<file path="src/rtl/core/mlgs_pkg.sv">
// ----------------------------------------------------------------------------
// mlgs_pkg
// Shared widths, codes and status types of the mesh Life generation block.
// ----------------------------------------------------------------------------
package mlgs_pkg;

  localparam int OPCODE_W = 3;
  localparam int INDEX_W  = 13;
  localparam int VALUE_W  = 14;
  localparam int GENS_W   = 8;
  localparam int COUNT_W  = 11;

  // neighbour count saturates: anything above three behaves the same
  localparam int          LIVE_W       = 3;
  localparam logic [2:0]  LIVE_SAT     = 3'd4;
  localparam logic [2:0]  BIRTH_COUNT  = 3'd3;
  localparam logic [2:0]  SURVIVE_LOW  = 3'd2;
  localparam logic [2:0]  SURVIVE_HIGH = 3'd3;

  typedef enum logic [OPCODE_W-1:0] {
    OP_WRITE_CELL     = 3'd0,
    OP_WRITE_ROW      = 3'd1,
    OP_WRITE_NEIGHBOR = 3'd2,
    OP_RUN            = 3'd3,
    OP_READ_CELL      = 3'd4
  } opcode_t;

  localparam logic STATUS_DONE  = 1'b0;
  localparam logic STATUS_RANGE = 1'b1;

  typedef struct packed {
    logic busy;
    logic done;
  } walk_stat_t;

endpackage

</file>
<file path="src/rtl/core/mlgs_edge_walk.sv">
// ----------------------------------------------------------------------------
// mlgs_edge_walk
// Walks one adjacency row: neighbour list read, then cell read, one edge a
// cycle, counting live neighbours with saturation.
// ----------------------------------------------------------------------------
module mlgs_edge_walk #(
  parameter int MAX_CELLS = 1024,
  parameter int MAX_EDGES = 8192
) (
  input  logic                             clk,
  input  logic                             rst,
  input  logic                             start,
  input  logic [$clog2(MAX_EDGES+1)-1:0]   lo,
  input  logic [$clog2(MAX_EDGES+1)-1:0]   hi,
  output logic [$clog2(MAX_EDGES)-1:0]     nl_raddr,
  input  logic [$clog2(MAX_CELLS)-1:0]     nl_rdata,
  output logic [$clog2(MAX_CELLS)-1:0]     cell_raddr,
  input  logic                             cell_rdata,
  output logic [mlgs_pkg::LIVE_W-1:0]      live,
  output mlgs_pkg::walk_stat_t             stat
);

  localparam int OW = $clog2(MAX_EDGES+1);
  localparam int EW = $clog2(MAX_EDGES);

  logic          active;
  logic          p1;
  logic          p2;
  logic [OW-1:0] e;
  logic [OW-1:0] hi_r;
  logic          issue;
  logic          nb_ok;

  assign issue      = active && (e < hi_r);
  assign nb_ok      = 32'(nl_rdata) < MAX_CELLS;
  assign nl_raddr   = e[EW-1:0];
  assign cell_raddr = nl_rdata;

  assign stat.busy = active;
  assign stat.done = active && !issue && !p1 && !p2;

  always_ff @(posedge clk) begin
    if (rst) begin
      active <= 1'b0;
      p1     <= 1'b0;
      p2     <= 1'b0;
    end else if (start) begin
      active <= 1'b1;
      p1     <= 1'b0;
      p2     <= 1'b0;
    end else begin
      p1 <= issue;
      p2 <= p1 && nb_ok;
      if (stat.done) begin
        active <= 1'b0;
      end
    end
  end

  always_ff @(posedge clk) begin
    if (start) begin
      e    <= lo;
      hi_r <= hi;
      live <= '0;
    end else begin
      if (issue) begin
        e <= e + OW'(1);
      end
      // count a live neighbour once its cell bit is back
      if (p2 && cell_rdata && (live != mlgs_pkg::LIVE_SAT)) begin
        live <= live + mlgs_pkg::LIVE_W'(1);
      end
    end
  end

endmodule
</file>
<file path="config.mk">
export PLATFORM = sky130hd
export DESIGN_NAME = mlgs_edge_walk
export DESIGN_NICKNAME = d
export VERILOG_FILES = /design/src/rtl/core/mlgs_pkg.sv /design/src/rtl/core/mlgs_edge_walk.sv
export SDC_FILE = /design/constraint.sdc
export NUM_CORES = 1
export LEC_CHECK = 0
export ABC_AREA = 1
export BUFFER_PORTS_ARGS = -buffer_cell sky130_fd_sc_hd__buf_2
export CORE_UTILIZATION = 50
export CTS_BUF_LIST = sky130_fd_sc_hd__clkbuf_8 sky130_fd_sc_hd__clkbuf_16
export DETAILED_ROUTE_END_ITERATION = 7
export PLACE_DENSITY = 0.84
export SLEW_MARGIN = 20
export SYNTH_ARGS = -nofsm -noshare
export SYNTH_HDL_FRONTEND = slang
export SYNTH_SLANG_ARGS = --single-unit
</file>
<file path="constraint.sdc">
create_clock -name clk -period 2.3 [get_ports clk]
set_input_delay 0.115 -clock clk [delete_from_list [all_inputs] [get_ports clk]]
set_output_delay 0.115 -clock clk [all_outputs]
set_load 0.05 [all_outputs]
</file>
# After elaboration in Yosys (flattened, before gate mapping)
# Cells that the tools add are included.
# Widths: inputs -> output; s select.
# classes
n_reduce_logical	12
n_eq_ne	1
mux	4
n_addsub	2
magnitude_cmp	1
# ops
operator	n
$mux 14	2
$add 14x1->14 const B	1
$lt 14x14->1	1
$logic_and 1x1->1	6
$reduce_bool 2->1	2
$add 3x1->3 const B	1
$logic_not 1->1	3
$ne 3x3->1 const B	1
$mux 1	2
$reduce_or 2->1	1
# totals
inputBits	42
wordCells	26
register_bits	34

# Longest topological paths before layout
# Gate-level depths: netlist of run 1.
# depth
depth_word	8
mapped_depth	11

# Least setup slack after synthesis of run 1
# Ideal clock, no wire load.
# synth_timing
kind	reg-to-reg
from	register e[8]
to	register e[0], enable pin
arrival_time_ps	1541
required_time_ps	1939
slack_ps	398
stages_incl_launch_ff	9
path_cell_list	edfxtp_1 > ha_1 > nand2_1 > inv_1 > nand2_1 > nand2_1 > a21oi_1 > nand3_1 > nand2_1
# synth_between
elab_chain_len	3
# synth_lines
item	line	rtl
from (decl)	mlgs_edge_walk.sv:29	logic [OW-1:0] e;
from (signal assigned)	mlgs_edge_walk.sv:62	e <= lo;
from (signal assigned)	mlgs_edge_walk.sv:67	e <= e + OW'(1);
$lt 14x14->1	mlgs_edge_walk.sv:34	assign issue = active && (e < hi_r);
$logic_and 1x1->1	mlgs_edge_walk.sv:34	
$reduce_bool 2->1 (no source line)	--	
# No other way between the ends.
# A chain may end at the register's enable or synchronous reset.

==> results_dict.tcl, run 1 <==
set metrics [dict create \
    post_cts_resized 0 \
    antenna_found_initial 0 \
    switching_share_pct 33.2 \
    min_path_type "input port to flip-flop" \
    dieArea_um2 4390 \
    place_congestion 0.800 \
    crit_family "simple AND/OR/NAND/NOR gates" \
    max_slew_margin_pct 71.3 \
    crit_slowest_cell "edfxtp_1" \
    cp_max_fo 3 \
    synth-edff-count 28 \
    diodes 0 \
    startpoint "e[13]" \
    final-max-slew-violation-count 0 \
    final.min_clock_period_ns 2.05 \
    area_growth_pct 15.7 \
    fp.dieH_um 66.3 \
    drive_gt1_share_pct 24.9 \
    hold_path_depth 1 \
    tightest_slew_ns 0.429 \
    path_common_cell "nand2_1" \
    hold_viol 0 \
    synth_nets 291 \
    synth_compound_area_share_pct 5.94 \
    wire_per_inst_um 12.4 \
    fin_tns_setup_ns 0 \
    yosys.cell_types.count 26 \
    cts_sinks 34 \
    cts_buffers 5 \
    drc 0 \
    path_depth 10 \
    rsz0062_at_grt "false" \
    synth_top_family_by_area "simple AND/OR/NAND/NOR gates" \
    drv_cap 0 \
    synth.avg_cell_area_um2 8.87 \
    ios 70 \
    grt_pass1_wl_um 6540 \
    muxShareOfSynthArea_pct 0 \
    start_kind "flip-flop" \
    drt_first_pass_iters 4 \
    synthTopCellsByArea "edfxtp_1 41%, nand2_1 11%, ha_1 9.7%" \
    crit_chain "ha_1, nand2_1, nor2_1, nand2_1, nor2_1, nand2_1, nand2_1, nand2_1, inv_1, buf_2" \
    path_clk_slew_ns 0.07 \
    grt_max_degree 37 \
    fin_util_pct 62.9 \
    fin_nets 334 \
    drtAntennaViolNets 0 \
    power.static_leakage_uw 0.00118 \
    clockBufferDepth 2 \
    p_seq_share_pct 48.8 \
    ys_warn_count 0 \
    p_comb_share_pct 25.9 \
    slowest_delay_ns 0.41 \
    tritoncts "done" \
    synth_fa_ha_area_share_pct 9.69 \
    clk_latency_ns 0.29 \
    seq_area_frac_synth_pct 46.5 \
    die_w_um 66.3 \
    p_switching_uw 535 \
    synthCells 233 \
    rows 22 \
    htreeDepth 2 \
    synthArstFlopShare_pct 0 \
    grt_overflow_total 0 \
    io_buffers 49 \
    synth.top_cells.by_count "63 x nand2_1, 31 x inv_1, 28 x edfxtp_1" \
    pwr-share-clk_pct 25.2 \
    synth_xor_area_share_pct 2.12 \
    ys.flop_type "edfxtp_1" \
    rr_worst_depth 9 \
    grt_pass1_vias 1477 \
    drt-initial-drc-count 88 \
    cp-end-kind "output port" \
    path_buf_inv 2 \
    ir_drop_v 0.000349 \
    synth_top_area_cell "edfxtp_1" \
    synthMostInstantiatedCell "nand2_1" \
    avgViaCountPerCell 4.84 \
    powerDensity_nw_per_um2 674 \
    dp_hpwl_um 2940 \
    outcome "finished, final reports clean" \
    period_share_pct 89.0 \
    vias 1572 \
    max_freq_mhz 488 \
    final-setup-viol-count 0 \
    clock_skew_ns 0.0142 \
    crit_type "flip-flop to output port" \
    fillers 341 \
    wl_um 4040 \
    synth_area_um2 2070 \
    synth_top_area_share_pct 40.7 \
    initial_core_util_pct 54.4 \
    whs_ns 0.0194 \
    synth-simple-area-share_pct 20.4 \
    critical_path_arrival_ns 1.93 \
    worstPathRequired_ns 2.18 \
    rr_startpoint "e[7]" \
    track_usage_pct 20.9 \
    coreArea_um2 3800 \
    synth_seq_cells 34 \
    intPower_uw 1080 \
    worstHoldStart "hi[5]" \
    root_buffer "clkbuf_8" \
]
## placed cells by master (no fill, tap or decap), drive strengths merged, types with 2 or more instances in the layout
cell type,Yosys,final
nor2,15,15
nand2,67,67
a21oi,10,10
inv,33,35
edfxtp,28,28
dfxtp,6,6
dlygate4sd3,0,11
nor3b,2,2
buf,25,52
clkbuf,2,5
nand3,8,8
xor2,3,3
ha,16,16
o21ai,11,11
xnor2,2,2
## timing repair
action	4_1_cts	5_1_grt
hold buffers	7	4
setup endpoints to repair	0	0
buffers inserted	0	0
endpoints found under the hold margin	7	4
## registers in the layout, summed over array words and instances (netlist names)
name / cells
e: 14
p2: 1
live: 3
hi_r: 14
p1: 1
active: 1
## path summary, 6_finish.rpt
kind | endpoint | slack, ns
hold reg to reg | live[2] | 0.48
hold / removal | hi_r[5] | 0.02
setup / recovery | stat[0] | 0.25
setup reg to reg | e[12] | 0.35
## through the flow
stage | total power [uW] | setup slack, ns | std cells | cell area (um2)
2_1_floorplan | 1170 | 0.398 | 233 | 2070
3_3_place_gp | 1190 | 0.454 | 306 | 2200
3_5_place_dp | 1200 | 0.419 | 306 | 2200
4_1_cts | 1620 | 0.249 | 321 | 2350
5_1_grt | 1700 | 0.0107 | 325 | 2390
6_report | 1610 | 0.253 | 325 | 2390
## kinds of logic after synthesis
group                      Yosys count
and+or+nand+nor                     95
buffers and inverters               60
DFF                                 34
AOI/OAI and AO/OA                   23
adders and majority gates           16
xor gates and xnor gates             5
## layer usage
| metal | share of wire, % | up-vias | GRT usage [%] |
|---|---|---|---|
| met5 | 0 | - | 0 |
| met4 | 3.1 | 0 | 11.4 |
| met3 | 6.0 | 11 | 7.24 |
| met2 | 47 | 50 | 33.5 |
| met1 | 43 | 703 | 24.2 |
| li1 | - | 808 | - |
## area by class of cell
class | instances | area [um2] | share of cell area, %
multi-input combinational | 139 | 788 | 33.0
clock buffer | 5 | 68.8 | 2.88
sequential | 34 | 961 | 40.2
timing repair buffer | 63 | 378 | 15.8
tap | 48 | 60.1 | 2.51
clock inverter | 3 | 11.3 | 0.471
inverter | 33 | 124 | 5.18
## power by group through the flow
stage | clock network (uW) | logic (uW) | registers, uW
4_1_cts | 420 | 414 | 787
3_3_place_gp | 0 | 390 | 798
5_1_grt | 449 | 459 | 795
2_1_floorplan | 0 | 379 | 790
3_5_place_dp | 0 | 402 | 800
6_report | 406 | 418 | 787
Note: power is estimated with default switching activity, not from simulation.
==> run 2, diff against run 1 <==
- CORE_UTILIZATION: 50 -> 35
- PLACE_DENSITY: 0.84 -> 0.63
==> results_dict.tcl, run 2 (synthesized netlist as in run 1, its figures left out) <==
set metrics [dict create \
    crit_type "flip-flop to output port" \
    crit_slowest_cell "edfxtp_1" \
    grt_pass1_wl_um 7260 \
    cp_max_fo 5 \
    final.min_clock_period_ns 2.04 \
    ir_drop_v 0.000293 \
    final_cells 352 \
    min_path_type "input port to flip-flop" \
    drt-initial-drc-count 96 \
    tritoncts "done" \
    p_total_uw 1660 \
    fin_nets 337 \
    crit_chain "ha_1, nand2_1, inv_1, a21oi_1, nand2_1, nand2_1, nand2_1, nand2_1, inv_1, buf_2" \
    place_congestion 0.802 \
    drv_cap 0 \
    r2r_slack_ns 0.38 \
    period_share_pct 88.6 \
    largestRegisters "e x14, hi_r x14, live x3" \
    diodes 0 \
    vias 1565 \
    path_common_cell "nand2_1" \
    avgViaCountPerCell 4.45 \
    p_seq_share_pct 47.4 \
    drc 0 \
    final.setup.worst_slack_ns 0.262 \
    hold_viol 0 \
    cts_buffers 5 \
    clock_skew_ns 0.00744 \
    worstPathRequired_ns 2.18 \
    drive_gt1_share_pct 25.4 \
    use_met2_pct 25.0 \
    start_kind "flip-flop" \
    cts_sinks 34 \
    root_buffer "clkbuf_8" \
    grt_pass1_vias 1590 \
    wl_um 4200 \
    antenna_found_initial 0 \
    fillers 579 \
    dp_hpwl_um 3100 \
    fin_util_pct 43.8 \
    rr_worst_depth 9 \
    outcome "finished, final reports clean" \
    busiest_layer "met2" \
    grt_max_degree 37 \
    dieArea_um2 6210 \
    rr_startpoint "e[7]" \
    drt_first_pass_iters 4 \
    p_switching_uw 544 \
    tightest_slew_ns 0.437 \
    final_common_cell "nand2_1" \
    final_cell_mix "63 x nand2_1, 49 x buf_2, 33 x inv_1, 28 x edfxtp_1, 16 x ha_1" \
    ios 70 \
    use_met3_pct 3.79 \
    powerDensity_nw_per_um2 674 \
    worstHoldEndpoint "hi_r[7]" \
    cts_setup_buffers 0 \
    dpl_worst_slack_ns 0.389 \
    final-setup-viol-count 0 \
    intPower_uw 1110 \
    met1_usage_pct 18.8 \
    clk_latency_ns 0.29 \
    grt_overflow_total 0 \
    area_growth_pct 19.0 \
    io_buffers 49 \
    pwr-share-clk_pct 27.1 \
    hold_path_depth 1 \
    power.static_leakage_uw 0.00120 \
    p_comb_share_pct 25.5 \
    critical_path_arrival_ns 1.92 \
    wire_per_inst_um 11.9 \
    max_slew_margin_pct 70.8 \
    track_usage_pct 15.1 \
    rsz0062_at_grt "false" \
    post_cts_resized 0 \
    coreArea_um2 5610 \
    fp.dieH_um 78.8 \
    switching_share_pct 32.8 \
    die_w_um 78.8 \
    slowest_delay_ns 0.47 \
    final-max-slew-violation-count 0 \
    clockBufferDepth 2 \
    worst_r2r_endpoint "e[11]" \
    htreeDepth 2 \
    worstHoldStart "hi[7]" \
    dp_cells 331 \
    fin_tns_setup_ns 0 \
    max_freq_mhz 491 \
    drtAntennaViolNets 0 \
    path_clk_slew_ns 0.07 \
    rows 27 \
    cp-end-kind "output port" \
    initial_core_util_pct 36.8 \
]
==> run 2: changes by cell type in the layout (fill, tap and decap cells not counted), sizes merged <==
cell | previous run | this run
clkinv | 1 | 0
buf | 52 | 53
clkbuf | 5 | 6
dlygate4sd3 | 11 | 13
==> run 2: worst max path at each step <==
| stage | start | end | slack, ns | cells after the start |
|---|---|---|---|---|
| floorplan | e[8] | e[0] | 0.40 | 8 |
| global placement | e[5] | e[11] | 0.40 | 9 |
| detailed placement | e[5] | e[13] | 0.39 | 9 |
| CTS | e[5] | stat[0] | 0.23 | 10 |
| global route | e[13] | stat[0] | 0.02 | 10 |
| finish | e[5] | stat[0] | 0.26 | 10 |
==> run 2: metal layers <==
layer | vias up | share of wire, %
met3 | 11 | 5.7
li1 | 816 | -
met1 | 702 | 48
met2 | 36 | 45
met4 | 0 | 1.9
met5 | - | 0
==> run 2: repair_timing <==
item | CTS | global route
hold buffers | 13 | 0
endpoints found under the hold margin | 13 | 0
setup endpoints to repair | 0 | 0
==> run 2: power by group through the flow <==
| stage | Clock, uW | Sequential [uW] | Combinational, uW |
|---|---|---|---|
| finish | 449 | 786 | 423 |
| global route | 487 | 796 | 473 |
| CTS | 470 | 787 | 425 |
| detailed placement | 0 | 800 | 406 |
| global placement | 0 | 798 | 401 |
| floorplan | 0 | 790 | 379 |
==> run 2: area by class of cell <==
| class | count | area (um2) | area share (%) |
|---|---|---|---|
| tap | 72 | 90.1 | 3.66 |
| sequential | 34 | 961 | 39.1 |
| clock buffer | 6 | 82.6 | 3.36 |
| clock inverter | 2 | 7.51 | 0.305 |
| timing repair buffer | 66 | 405 | 16.5 |
| multi-input combinational | 139 | 788 | 32.1 |
| inverter | 33 | 124 | 5.04 |
==> run 2: critical path, delay by kind of cell (launching register included) <==
family	cells	cell delay [ns]
AOI/OAI and AO/OA	1	0.13
DFF	1	0.47
and+or+nand+nor	5	0.39
adders and majority gates	1	0.35
buffers and inverters	3	0.30
==> run 2: through the flow <==
step | cell area, um2 | hold slack (ns)
6_report | 2460 | 0.0137
5_1_grt | 2460 | 0.0121
3_3_place_gp | 2240 | 0.230
3_5_place_dp | 2240 | 0.230
4_1_cts | 2460 | 0.00402
2_1_floorplan | 2070 | 0.184
